## src/owtf_pkg.sv

```systemverilog
`timescale 1ns / 1ps
// Package for the overwrite-oldest trace FIFO: sizes, operation codes,
// record and control structs, and the threshold level table. No dependencies.
package owtf_pkg;

  localparam int DEPTH     = 256;
  localparam int AW        = $clog2(DEPTH);
  localparam int CW        = $clog2(DEPTH + 1);
  localparam int PEND_W    = 9;
  localparam int LOST_W    = 32;
  localparam int THR_W     = 7;
  localparam int THR_N     = 2 ** THR_W;
  localparam int PCT_SCALE = 100;
  localparam int LVL_W     = $clog2((DEPTH * (THR_N - 1)) / PCT_SCALE + 1);
  localparam int CMP_W     = (LVL_W > CW) ? LVL_W : CW;
  localparam int THR_RESET = 90;

  localparam int APB_AW = 3;
  localparam int APB_DW = 32;

  localparam logic REG_ENABLE = 1'b0;
  localparam logic REG_THRESH = 1'b1;

  typedef enum logic [1:0] {
    OP_PUSH    = 2'd0,
    OP_POP     = 2'd1,
    OP_FLUSH   = 2'd2,
    OP_RESTART = 2'd3
  } op_e;

  typedef struct packed {
    logic [31:0] tick;
    logic [31:0] delta;
    logic [31:0] inst_flow;
    logic [31:0] smooth_flow;
    logic [7:0]  evt;
  } rec_t;

  localparam int REC_W = $bits(rec_t);

  typedef struct packed {
    logic             enable;
    logic [LVL_W-1:0] level;
  } cfg_t;

  typedef struct packed {
    logic accept;
    logic do_read;
    logic load_rec;
  } cmd_t;

  typedef struct packed {
    logic out_busy;
    logic nonempty;
  } sts_t;

  typedef logic [LVL_W-1:0] lvl_tab_t [THR_N];

  function automatic lvl_tab_t build_lvl_tab();
    lvl_tab_t tab;
    for (int i = 0; i < THR_N; i++) begin
      tab[i] = LVL_W'((DEPTH * i) / PCT_SCALE);
    end
    return tab;
  endfunction

  localparam lvl_tab_t LVL_TAB = build_lvl_tab();

endpackage

```

## src/owtf_cfg.sv

```systemverilog
`timescale 1ns / 1ps
// APB register block: logging enable and threshold percentage, with the
// threshold level looked up on write. Depends on owtf_pkg.
module owtf_cfg (
  input  logic                        clk_i,
  input  logic                        rst_ni,
  input  logic                        psel,
  input  logic                        penable,
  input  logic                        pwrite,
  input  logic [owtf_pkg::APB_AW-1:0] paddr,
  input  logic [owtf_pkg::APB_DW-1:0] pwdata,
  output logic [owtf_pkg::APB_DW-1:0] prdata,
  output logic                        pready,
  output owtf_pkg::cfg_t              cfg_o
);
  import owtf_pkg::*;

  logic             en_q, en_d;
  logic [THR_W-1:0] thr_q, thr_d;
  logic [LVL_W-1:0] lvl_q, lvl_d;
  logic             wr;

  assign wr = psel & penable & pwrite;

  always_comb begin
    en_d  = en_q;
    thr_d = thr_q;
    lvl_d = lvl_q;
    if (wr) begin
      unique case (paddr[2])
        REG_ENABLE: en_d = pwdata[0];
        REG_THRESH: begin
          thr_d = pwdata[THR_W-1:0];
          lvl_d = LVL_TAB[pwdata[THR_W-1:0]];
        end
        default: ;
      endcase
    end
  end

  always_ff @(posedge clk_i or negedge rst_ni) begin
    if (!rst_ni) begin
      en_q  <= 1'b0;
      thr_q <= THR_W'(THR_RESET);
      lvl_q <= LVL_TAB[THR_RESET];
    end else begin
      en_q  <= en_d;
      thr_q <= thr_d;
      lvl_q <= lvl_d;
    end
  end

  always_comb begin
    unique case (paddr[2])
      REG_ENABLE: prdata = APB_DW'(en_q);
      REG_THRESH: prdata = APB_DW'(thr_q);
      default:    prdata = '0;
    endcase
  end

  assign pready       = 1'b1;
  assign cfg_o.enable = en_q;
  assign cfg_o.level  = lvl_q;

endmodule

```

## config.mk

```make
export PLATFORM = sky130hd
export DESIGN_NAME = owtf_cfg
export DESIGN_NICKNAME = d
export VERILOG_FILES = /design/src/owtf_pkg.sv /design/src/owtf_cfg.sv
export SDC_FILE = /design/constraint.sdc
export NUM_CORES = 1
export LEC_CHECK = 0
export ABC_AREA = 1
export BUFFER_PORTS_ARGS = -buffer_cell sky130_fd_sc_hd__buf_2
export CORE_MARGIN = 1.5
export CORE_UTILIZATION = 50
export CTS_BUF_LIST = sky130_fd_sc_hd__clkbuf_16
export DETAILED_ROUTE_END_ITERATION = 8
export GPL_ROUTABILITY_DRIVEN = 1
export PLACE_DENSITY = 0.81
export SETUP_SLACK_MARGIN = 0.1
export SYNTH_ARGS = -nofsm -noshare
export SYNTH_HDL_FRONTEND = slang
export SYNTH_SLANG_ARGS = --single-unit
```

## constraint.sdc

```tcl
create_clock -name clk_i -period 0.9 [get_ports clk_i]
set_input_delay 0.18 -clock clk_i [delete_from_list [all_inputs] [get_ports clk_i]]
set_output_delay 0.18 -clock clk_i [all_outputs]
set_load 0.01 [all_outputs]
```

# After elaboration in Yosys (flattened, before gate mapping)
# Memories as Yosys holds them, arrays and structs flattened. A register that Yosys moved wholly into a read port is not among the register bits.
# Index checks and enable logic that the tools add are counted.
[op_classes] add_sub_neg=0 mul=0 div=0 magnitude_cmp=0 eq_ne=0 shift=0 mux=1 bitwise=4 reduce_logical=3
[ops] cell="case mux 32 bit (2 select lines)" n=1
[ops] cell="NOT 7 -> 8 bit" n=1
[ops] cell="AND reduction 2 bit" n=2
[ops] cell="AND 1 bit" n=2
[ops] cell="zero test 1 bit" n=1
[ops] cell="NOT 1 bit" n=1
[totals] reg_bits=8 latchBits=0 mem_bits_rw=0 romBits=1152 out_inout_bits=43 word_cells=11 memories=1
[memory_table] memory="(no name shown)" words=128 width=9 read_ports=1 rd_ports_with_merged_regs=1 wr=0 line="owtf_cfg.sv:34" text="lvl_d = LVL_TAB[pwdata[THR_W-1:0]];"

# Logic depth before layout (Yosys ltp)
# Gate-level depths: netlist of run 1.
[logic_depth] depth_word=3 mapped_depth=13 mapped_depth_nobuf=13

# Least setup slack after synthesis of run 1
# No wires, ideal clock.
[synth_timing] path_type="input-to-reg" startpoint="input pwdata[1] in the netlist's numbering" endpoint="register lvl_q[1]" arrival_ns=1.336 t_required_ns=0.833 setup_slack_ns=-0.503 stages=11 n_path_buf=0 cell_sequence="inv_1 -> ha_1 -> nand2_1 -> nand3_1 -> nand2_1 -> nand2_1 -> nand2_1 -> nand2_1 -> nand3_1 -> nor2_1 -> nor2_1"
[synth_between] elab_chain_cells=1
[synth_lines] item="from (decl)" line="owtf_cfg.sv:11" text="input logic [owtf_pkg::APB_DW-1:0] pwdata,"
[synth_lines] item="NOT 7 -> 8 bit (not written as such)" line="owtf_cfg.sv:34"
[synth_lines] item="to (decl)" line="owtf_cfg.sv:20" text="logic [LVL_W-1:0] lvl_q, lvl_d;"
# No other way between the ends.
# A chain may end at the register's enable or synchronous reset.

# Final worst setup path of run 1
# Same ends and word-level chain as after synthesis.

==> metrics.md, run 1 <==
| Metric | Value |
|---|---|
| Tot GR Track Use | 0.2909 |
| DR iter-0 viols | 281 |
| VDD IR max | about 0.00054 V |
| DP Cell Count | 490 |
| # rows | 23 |
| Synth warn | 0 |
| Post-synth top area share | 0.2461 |
| Yosys cell types | 24 |
| CTS tree | built |
| WL/cell | between 15 and 20 um |
| Endpoints failing hold | 0 |
| Area Growth Syn to Fin | 53.67% |
| Post-synthesis average cell area | 5.730 um^2 |
| Crit-path leading delay family | simple AND/OR/NAND/NOR gates |
| Final min period | around 1.3 ns |
| I/O Buffers | 29 |
| DIE AREA | between 0.004 and 0.005 mm^2 |
| Synthesized flop and latch total | 17 |
| Die H | slightly below 70 um |
| Total power | slightly below 4000 uW |
| CP max-delay cell | ha_4 |
| Most area-consuming cells after synthesis | nand2_1 25%, nand3_1 11%, dfstp_2 11%, buf_4 10%, dfrtp_1 9.2% |
| Final instance area | around 0.0033 mm^2 |
| Post-route antenna net violation count | 0 |
| Initial antenna violation count | 0 |
| Crit path largest cell delay | 0.34 ns |
| Filler cells | 276 |
| Outcome | finished with violations |
| Layout cell share with drive strength beyond 1 | 0.4199 |
| Final nets | 515 |
| Worst setup margin | -0.4123 ns |
| Number of global-route vias before repair | 2,409 |
| Layout Skew | 0 ns |
| Initial Utilization | 0.5300 |
| Clk root buf | clkbuf_16 |
| Hold Slack | between 0.3 and 0.4 ns |
| Largest net degree at the start of global routing | 19 |
| Vias | between 2k and 3k |
| Area of placed instances | 0.002619 mm^2 |
| Cells along the critical path | buf_8 > clkinvlp_4 > ha_4 > inv_4 > nand2_4 > buf_4 > nand3_2 > nand3_1 > nand2_1 > nand2_1 > nand3_1 > nor2_1 > nor2_1 |
| Worst setup SP type | primary input |
| Post-synthesis cell area | about 0.0022 mm^2 |
| WP buf/inv | 4 |
| Pre-Repair DR Iteration Count | 5 |
| Chip width | just under 70 um |
| Reg2reg end | lvl_q[0] |
| H-tree Lvls | 1 |
| # diodes | 0 |
| Clock transition at path regs | ~0.05 ns |
| Pleak | 0.001716 uW |
| Dominant cell type by area after synthesis | nand2_1 |
| # IOs | 83 |
| Reg2reg start | lvl_q[0] |
| Worst Min Path Start | pwrite |
| Routed WL | around 7800 um |
| Peak Freq | between 700 and 800 MHz |
| Clock latency on the worst-skew pair | roughly 0.25 ns |
| Period utilisation layout | 1.458 |
| FF+latch area | 436.7 um^2 |
| Core area | roughly 0.0041 mm^2 |
| Pins Over Slew Limit | 0 |
| FF-to-FF path depth | 4 |
| Hold Path Depth | 4 |
| Multi-input gate area | around 0.0017 mm^2 |
| Critical Path RT | ~1.1 ns |
| Gpl congestion | 1.014 |
| Worst EP arrival | between 1 and 1.5 ns |
| Post-route DRC | 0 |
| Max cap viols | 0 |
| Critical-path maximum fanout | 4 |
| Min-delay worst type | primary input to register |
| Failing checks | setup timing |
| Final setup fails | 25 |
| Final std cells w/o fill | 512 |
| PD cells | ~1200 mW/mm^2 |
| Setup crit end kind | register |
| Part of the Yosys area used for sequential elements | 0.2016 |
| Setup CP Type | primary input to register |
| Hold endpoint | en_q |
| First-pass GRT wire length | 10,570 um |
| Vias/cell | 5.533 |
| CTS max path bufs | 2 |
| RSZ-0062 raised after global routing | yes |
| CTS sink count | 17 |
| Mapped Cells | 378 |
| R2R Setup Slk | -0.01 ns |
| Total CTS buffers | 3 |
| Dpl hpwl | ~4900 um |
| Global route total overflow | 0 |
| Total negative slack | -5.702 ns |
-- cell usage after synthesis --
cell type / instances
nand2_1: 142
inv_2: 6
ha_1: 12
a22oi_1: 1
o21ai_0: 10
nor3_1: 1
nand4_1: 1
nor2_1: 34
a21oi_1: 18
buf_4: 29
buf_6: 1
a31oi_1: 1
inv_1: 25
nand3_1: 48
nor2_4: 1
o22ai_1: 1
o211ai_1: 1
nor2_2: 3
clkbuf_1: 3
o21ai_1: 12
buf_2: 9
dfrtp_1: 8
dfstp_2: 9
conb_1: 2
-- stage by stage --
step                      utilization  worst slack, ns
after floorplan                     -          -0.4023
after global placement         0.6408          -0.6682
after detailed placement       0.6408          -0.6943
after CTS                      0.7495          -0.3580
after global routing           0.8145          -0.5032
final                          0.8145          -0.4123
-- worst max path at each step --
| stage | from | end | depth (start not counted) |
|---|---|---|---|
| floorplan | pwdata[1] | lvl_q[1] | 13 |
| global placement | pwdata[1] | lvl_q[1] | 11 |
| detailed placement | pwdata[0] | lvl_q[1] | 10 |
| CTS | pwdata[1] | lvl_q[1] | 13 |
| global route | pwdata[1] | lvl_q[1] | 14 |
| finish | pwdata[1] | lvl_q[1] | 13 |
-- timing repair --
item | CTS | global route
hold buffers | 1 | 0
setup buffers | 8 | 8
pin swaps | 26 | 28
gates cloned | 0 | 2
resized for setup | 77 | 51
endpoints found under the hold margin | 8 | 0
setup endpoints to repair | 27 | 28
-- worst reg2reg max path: stages, from the launching register on --
cell	delay [ns]
dfrtp_1	0.38
buf_4	0.13
buf_4	0.12
nor2_1	0.13
a21oi_2	0.04
-- layout by cell type, fill, tap and decap left out, types with 4 or more instances in the layout --
master and count:
nor2_1 31, inv_1 10, ha_4 6, o21ai_1 10, buf_6 26, nand2_2 19, a21oi_1 8, nand2_1 118
conb_1 26, nand3_2 7, nand2_4 5, inv_4 4, dfrtp_1 8, nand3_1 40, inv_2 15, buf_2 7
dfstp_2 9, buf_4 56, a21oi_2 8, o21ai_0 7, ha_1 4, nor2_2 4
-- power by group --
part,switching [uW],internal [uW],total [uW]
logic,1030,859,1890
registers,131,989,1120
clock network,303,595,899
total,1470,2440,3910
-- state kept, by name (all words and copies together) (netlist names) --
register,cells
en_q,1
thr_q,7
lvl_q,9
-- routing by layer --
layer / up-vias / wire length, um / global-route usage
li1: 1322 / - / -
met1: 1305 / 3077 / 0.3510
met2: 184 / 3867 / 0.5481
met4: 0 / 170 / 0.05637
met5: - / 0 / 0
met3: 22 / 659 / 0.03734
-- area by class of cell --
| class | instances | area share |
|---|---|---|
| repair inverters | 2 | 0.003759 |
| clock buffers | 3 | 0.02256 |
| clock inverters | 1 | 0.001504 |
| well taps | 50 | 0.01880 |
| multi-input cells | 312 | 0.5226 |
| flip-flops and latches | 17 | 0.1312 |
| repair buffers | 96 | 0.2556 |
| inverters | 31 | 0.04398 |
-- cell families (layout without fill, tap and decap cells) --
logic type | Yosys count | in the layout | synth area share
other | 2 | 26 | 0.003467
DFF | 17 | 17 | 0.2016
and+or+nand+nor | 230 | 230 | 0.4350
adders and majority gates | 12 | 12 | 0.06932
buffers and inverters | 73 | 133 | 0.1854
AOI/OAI and AO/OA | 44 | 44 | 0.1052
Note: power is estimated with default switching activity, not from simulation.
==> inputs of run 2 (changes only) <==
--- a/config.mk
+++ b/config.mk
@@ -9,11 +9,9 @@
 export BUFFER_PORTS_ARGS = -buffer_cell sky130_fd_sc_hd__buf_2
 export CORE_MARGIN = 1.5
 export CORE_UTILIZATION = 50
-export CTS_BUF_LIST = sky130_fd_sc_hd__clkbuf_16
 export DETAILED_ROUTE_END_ITERATION = 8
 export GPL_ROUTABILITY_DRIVEN = 1
 export PLACE_DENSITY = 0.81
-export SETUP_SLACK_MARGIN = 0.1
 export SYNTH_ARGS = -nofsm -noshare
 export SYNTH_HDL_FRONTEND = slang
 export SYNTH_SLANG_ARGS = --single-unit
==> run 2 against run 1 <==
Compared with the run above: the flow still finishes with violations (setup timing); global-route usage is 1.3 points higher; sequential cell count unchanged; worst hold slack lost 0.011 ns; die area is the same; cell area shrank 11%; wire length decreased by 13%; final cell count fell by 1.8%; critical path type unchanged.
==> metrics.md, run 2 (synthesized netlist as in run 1, its figures left out) <==
| Metric | Value |
|---|---|
| Pleak | 0.001625 uW (was 0.001716 uW) |
| Total power | 3339 uW (was 3912 uW) |
| Hold endpoint | lvl_q[0] (was en_q) |
| Area of placed instances | 0.002639 mm^2 (was 0.002619 mm^2) |
| CTS max path bufs | 2 (unchanged) |
| Core area | 0.004086 mm^2 (unchanged) |
| Outcome | finished with violations (unchanged) |
| Final instance area | 0.002974 mm^2 (was 0.003328 mm^2) |
| Most frequent cells in the layout | 128 x nand2_1, 55 x buf_4, 43 x nand3_1 (was 118 x nand2_1, 56 x buf_4, 40 x nand3_1) |
| Pins Over Slew Limit | 0 (unchanged) |
| # IOs | 83 (unchanged) |
| Setup CP Type | primary input to register (unchanged) |
| Largest register FFs | 9 (unchanged) |
| Critical Path RT | 1.10 ns (was 1.08 ns) |
| Failing checks | setup timing (unchanged) |
| Vias/cell | 5.304 (was 5.533) |
| CTS tree | built (unchanged) |
| CTS sink count | 17 (unchanged) |
| Critical-path maximum fanout | 5 (was 4) |
| Layout Skew | 0 ns (unchanged) |
| Worst setup margin | -0.3825 ns (was -0.4123 ns) |
| Clock latency on the worst-skew pair | 0.26 ns (was 0.25 ns) |
| Worst EP arrival | 1.48 ns (was 1.49 ns) |
| VDD IR max | 0.0005925 V (was 0.0005391 V) |
| Vias | 2,668 (was 2,833) |
| Cells along the critical path | buf_8 > clkinvlp_4 > buf_4 > buf_6 > ha_4 > a21oi_2 > nand2_1 > nand3_2 > nand2_1 > nand3_1 > nor2_1 > nor2_1 (was buf_8 > clkinvlp_4 > ha_4 > inv_4 > nand2_4 > buf_4 > nand3_2 > nand3_1 > nand2_1 > nand2_1 > nand3_1 > nor2_1 > nor2_1) |
| Clock transition at path regs | 0.07 ns (was 0.05 ns) |
| Tot GR Track Use | 0.3042 (was 0.2909) |
| Final min period | 1.282 ns (was 1.312 ns) |
| Setup crit end kind | register (unchanged) |
| Max cap viols | 0 (unchanged) |
| DR iter-0 viols | 214 (was 281) |
| Routed WL | 6776 um (was 7775 um) |
| Hold Path Depth | 4 (unchanged) |
| PD cells | 1123 mW/mm^2 (was 1175 mW/mm^2) |
| Initial antenna violation count | 0 (unchanged) |
| # diodes | 0 (unchanged) |
| Total negative slack | -5.521 ns (was -5.702 ns) |
| Area Growth Syn to Fin | 37.32% (was 53.67%) |
| Final std cells w/o fill | 503 (was 512) |
| Period utilisation layout | 1.425 (was 1.458) |
| Worst setup SP type | primary input (unchanged) |
| Clk root buf | clkbuf_8 (was clkbuf_16) |
| Largest register by flop count | lvl_q (unchanged) |
| I/O Buffers | 29 (unchanged) |
| Peak Freq | 779.7 MHz (was 762.0 MHz) |
| CP max-delay cell | ha_4 (unchanged) |
| Gpl congestion | 0.9672 (was 1.014) |
| Reg2reg start | lvl_q[6] (was lvl_q[0]) |
| Filler cells | 337 (was 276) |
| Pre-Repair DR Iteration Count | 5 (unchanged) |
| Layout cell share with drive strength beyond 1 | 0.3267 (was 0.4199) |
| Number of global-route vias before repair | 2,403 (was 2,409) |
| Total CTS buffers | 3 (unchanged) |
| WL/cell | 13.47 um (was 15.19 um) |
| Crit-path leading delay family | buffers and inverters (was simple AND/OR/NAND/NOR gates) |
| DP Cell Count | 491 (was 490) |
| DIE AREA | 0.004736 mm^2 (unchanged) |
| Post-route DRC | 0 (unchanged) |
| Dpl hpwl | 5127 um (was 4905 um) |
| FF-to-FF path depth | 2 (was 4) |
| First-pass GRT wire length | 10,790 um (was 10,570 um) |
| Commonest non-fill, non-tap cell in the layout | nand2_1 (unchanged) |
| Global route total overflow | 0 (unchanged) |
| WP buf/inv | 4 (unchanged) |
| R2R Setup Slk | 0.10 ns (was -0.01 ns) |
| Min-delay worst type | primary input to register (unchanged) |
| RSZ-0062 raised after global routing | yes (unchanged) |
| H-tree Lvls | 1 (unchanged) |
| Reg2reg end | lvl_q[6] (was lvl_q[0]) |
| Initial Utilization | 0.5300 (unchanged) |
| Top Registers | lvl_q x9, thr_q x7, en_q x1 (unchanged) |
| Die H | 68.82 um (unchanged) |
| Worst Min Path Start | pwdata[6] (was pwrite) |
| Final nets | 506 (was 515) |
| Final setup fails | 25 (unchanged) |
| Endpoints failing hold | 0 (unchanged) |
| # rows | 23 (unchanged) |
| Post-route antenna net violation count | 0 (unchanged) |
| Crit path largest cell delay | 0.23 ns (was 0.34 ns) |
| Largest net degree at the start of global routing | 22 (was 19) |
| Chip width | 68.82 um (unchanged) |
run 2: per-layer routing:
| metal | vias up | share of wire | global-route usage | wire length (um) |
|---|---|---|---|---|
| met5 | - | 0 | 0 | 0 |
| met3 | 24 | 0.060 | 0.04383 | 405 |
| met4 | 0 | 0.035 | 0.1348 | 234 |
| met2 | 114 | 0.52 | 0.5517 | 3527 |
| met1 | 1231 | 0.38 | 0.3514 | 2608 |
| li1 | 1299 | - | - | - |
run 2: final cells by class:
class,instances,area [um^2],share of cell area
inverters,31,128.9,0.04333
clock buffers,3,41.29,0.01388
flip-flops and latches,17,436.7,0.1468
multi-input cells,312,1590,0.5347
well taps,50,62.56,0.02103
repair buffers,89,709.4,0.2385
clock inverters,1,5.005,0.001683
run 2: how the worst max path moves through the flow:
stage	start	to	slack, ns	depth (start not counted)
floorplan	pwdata[1]	lvl_q[1]	-0.40	13
global placement	pwdata[1]	lvl_q[3]	-0.67	11
detailed placement	pwdata[1]	lvl_q[3]	-0.72	11
CTS	pwdata[1]	lvl_q[0]	-0.33	12
global route	pwdata[1]	lvl_q[3]	-0.51	12
finish	pwdata[1]	lvl_q[3]	-0.38	12
run 2: through the flow:
step | setup slack (ns) | utilization | hold slack, ns
3_3_place_gp | -0.6723 | 0.6457 | 0.1088
5_1_grt | -0.5100 | 0.7278 | 0.3702
4_1_cts | -0.3332 | 0.7076 | 0.3374
3_5_place_dp | -0.7236 | 0.6457 | 0.1246
2_1_floorplan | -0.4023 | - | -0.1156
6_report | -0.3825 | 0.7278 | 0.3399
run 2: power breakdown:
group          switching, uW  internal [uW]  leakage (uW)
logic                    903            756       0.00141
clock network            288            308     0.0000255
registers               98.5            985      0.000192
total                   1290           2050       0.00163
run 2: timing repair:
action / CTS / global route
gates resized for setup: 43 / 15
pin swaps: 16 / 5
hold endpoints to repair: 8 / 0
hold buffers: 1 / 0
setup buffers: 3 / 4
setup endpoints to repair: 25 / 32
run 2: tightest hold or removal path, delay by kind of cell:
kind,cells,cell delay (ns)
AOI/OAI and AO/OA,1,0.06
buffers and inverters,2,0.26
and+or+nand+nor,1,0.06
==> inputs of run 3 (changes only) <==
--- a/config.mk
+++ b/config.mk
@@ -12,6 +12,7 @@
 export DETAILED_ROUTE_END_ITERATION = 8
 export GPL_ROUTABILITY_DRIVEN = 1
 export PLACE_DENSITY = 0.81
+export SKIP_LAST_GASP = 1
 export SYNTH_ARGS = -nofsm -noshare
 export SYNTH_HDL_FRONTEND = slang
 export SYNTH_SLANG_ARGS = --single-unit
==> run 3 against run 2 <==
Compared with the run above: final cell count did not move; the flow still finishes with violations (setup timing); cell area fell by 0.46%; critical endpoint unchanged; critical path type unchanged; first-iteration DRC count fell by 8.9%.
==> metrics.md, run 3 (synthesized netlist as in run 1, its figures left out) <==
| Metric | Value |
|---|---|
| Critical-path maximum fanout | 5 (unchanged) |
| Failing checks | setup timing (unchanged) |
| Met2 GRT Util | 0.5469 (was 0.5517) |
| Final instance area | 0.002960 mm^2 (was 0.002974 mm^2) |
| Die H | 68.82 um (unchanged) |
| Clk root buf | clkbuf_8 (unchanged) |
| WL/cell | 13.44 um (was 13.47 um) |
| Largest register by flop count | lvl_q (unchanged) |
| Worst EP arrival | 1.51 ns (was 1.48 ns) |
| First-pass GRT wire length | 10,810 um (was 10,790 um) |
| Pins Over Slew Limit | 0 (unchanged) |
| CTS max path bufs | 2 (unchanged) |
| Outcome | finished with violations (unchanged) |
| Pleak | 0.001625 uW (about the same) |
| Setup crit end kind | register (unchanged) |
| Final nets | 506 (unchanged) |
| Clk pwr share | 0.181 (was 0.179) |
| Endpoints failing hold | 0 (unchanged) |
| Largest net degree at the start of global routing | 22 (unchanged) |
| Clock transition at path regs | 0.07 ns (about the same) |
| CTS tree | built (unchanged) |
| # IOs | 83 (unchanged) |
| Routed WL | 6758 um (was 6776 um) |
| Final setup fails | 25 (unchanged) |
| CTS sink count | 17 (unchanged) |
| Flop pwr share | 0.326 (was 0.324) |
| Top Registers | lvl_q x9, thr_q x7, en_q x1 (unchanged) |
| Layout cell share with drive strength beyond 1 | 0.3179 (was 0.3267) |
| I/O Buffers | 29 (unchanged) |
| Final min period | 1.310 ns (was 1.282 ns) |
| Grt peak-use layer | met2 (unchanged) |
| P_sw | 1288 uW (was 1290 uW) |
| Period utilisation layout | 1.455 (was 1.425) |
| Global route total overflow | 0 (unchanged) |
| Clock latency on the worst-skew pair | 0.26 ns (about the same) |
| Met1 usage | 0.3524 (was 0.3514) |
| Max cap viols | 0 (unchanged) |
| Core area | 0.004086 mm^2 (unchanged) |
| Worst setup margin | -0.4098 ns (was -0.3825 ns) |
| Commonest non-fill, non-tap cell in the layout | nand2_1 (unchanged) |
| # rows | 23 (unchanged) |
| Total power | 3327 uW (was 3339 uW) |
| Cell Int Power | 2039 uW (was 2049 uW) |
| Most frequent cells in the layout | 131 x nand2_1, 55 x buf_4, 43 x nand3_1 (was 128 x nand2_1, 55 x buf_4, 43 x nand3_1) |
| Initial Utilization | 0.5300 (unchanged) |
| Switching Share | 0.3873 (was 0.3863) |
| Pre-Repair DR Iteration Count | 5 (unchanged) |
| DR iter-0 viols | 195 (was 214) |
| # diodes | 0 (unchanged) |
| H-tree Lvls | 1 (unchanged) |
| Layout Skew | 0 ns (unchanged) |
| Vias/cell | 5.270 (was 5.304) |
| Total CTS buffers | 3 (unchanged) |
| Post-route antenna net violation count | 0 (unchanged) |
| Initial antenna violation count | 0 (unchanged) |
| VDD IR max | 0.0005931 V (was 0.0005925 V) |
| Hold Slack | 0.3395 ns (was 0.3399 ns) |
| Chip width | 68.82 um (unchanged) |
| PD cells | 1124 mW/mm^2 (was 1123 mW/mm^2) |
| Peak Freq | 763.5 MHz (was 779.7 MHz) |
| Post-route DRC | 0 (unchanged) |
| Area Growth Syn to Fin | 36.68% (was 37.32%) |
| RSZ-0062 raised after global routing | yes (unchanged) |
| Filler cells | 341 (was 337) |
| M3 GR Usage | 0.04383 (unchanged) |
| Vias | 2,651 (was 2,668) |
| Worst setup SP type | primary input (unchanged) |
| Area of placed instances | 0.002639 mm^2 (unchanged) |
| Combinational share of power | 0.493 (was 0.497) |
| Tot GR Track Use | 0.3042 (unchanged) |
| Setup CP Type | primary input to register (unchanged) |
| Critical Path RT | 1.10 ns (about the same) |
| DIE AREA | 0.004736 mm^2 (unchanged) |
| Min-delay worst type | primary input to register (unchanged) |
| Largest register FFs | 9 (unchanged) |
| Dpl hpwl | 5127 um (unchanged) |
| Number of global-route vias before repair | 2,395 (was 2,403) |
| Gpl congestion | 0.9672 (unchanged) |
[run 3: cell types whose count changed in the layout (fill, tap and decap cells not counted)]
cell     previous run  this run
nand2_1           128       131
nand2_2            10         7
buf_2              17        18
buf_6              13        12
ha_1                7         8
ha_2                1         0
inv_2               8         7
inv_4               2         3
[run 3: timing repair]
item | CTS | global route
setup buffers | 3 | 4
endpoints found under the setup margin | 25 | 32
endpoints found under the hold margin | 8 | 0
pin swaps | 15 | 5
gates resized for setup | 39 | 16
hold buffers | 1 | 0
[run 3: metrics by stage]
stage	cells	TNS, ns	setup WS (ns)	utilization
global route	503	-7.170	-0.5190	0.7244
detailed placement	491	-6.989	-0.7236	0.6457
CTS	499	-4.955	-0.3389	0.7048
global placement	491	-6.650	-0.6723	0.6457
finish	503	-5.591	-0.4098	0.7244
floorplan	402	-2.746	-0.4023	-
[run 3: layout make-up]
type	instances	area, um^2	share of cell area
multi-input combinational	312	1580	0.5338
timing repair buffer	89	703.2	0.2375
sequential	17	436.7	0.1475
inverter	31	131.4	0.04438
tap	50	62.56	0.02113
clock buffer	3	41.29	0.01395
clock inverter	1	5.005	0.001691
[run 3: power by group through the flow]
stage | Clock (uW) | Sequential [uW] | Combinational, uW
floorplan | 0 | 1110 | 885
global placement | 0 | 1070 | 1350
detailed placement | 0 | 1070 | 1360
CTS | 607 | 1080 | 1530
global route | 656 | 1100 | 1830
finish | 601 | 1080 | 1640
[run 3: final timing paths]
check	slack (ns)	cells past startpoint	to	startpoint
max in group asynchronous	0.20	2	lvl_q[5]	rst_ni
worst max register to register	0.10	2	lvl_q[6]	lvl_q[6]
min in group asynchronous	0.38	2	en_q	rst_ni
worst min-delay path	0.34	4	lvl_q[0]	pwdata[6]
worst min register to register	0.48	2	thr_q[6]	thr_q[6]
worst max-delay path	-0.41	12	lvl_q[3]	pwdata[1]
[run 3: worst max-delay path, cell delays in order]
cell and delay (ns):
buf_8 0.09, clkinvlp_4 0.16, buf_4 0.18, buf_6 0.13, ha_4 0.23, a21oi_2 0.14
nand2_1 0.08, nand3_2 0.07, nand2_1 0.05, nand3_1 0.07, nor2_1 0.04, nor2_1 0.08
[run 3: layer usage]
layer | up-vias | routed length (um)
met4 | 0 | 250
met2 | 110 | 3494
met5 | - | 0
li1 | 1299 | -
met1 | 1214 | 2602
met3 | 28 | 410
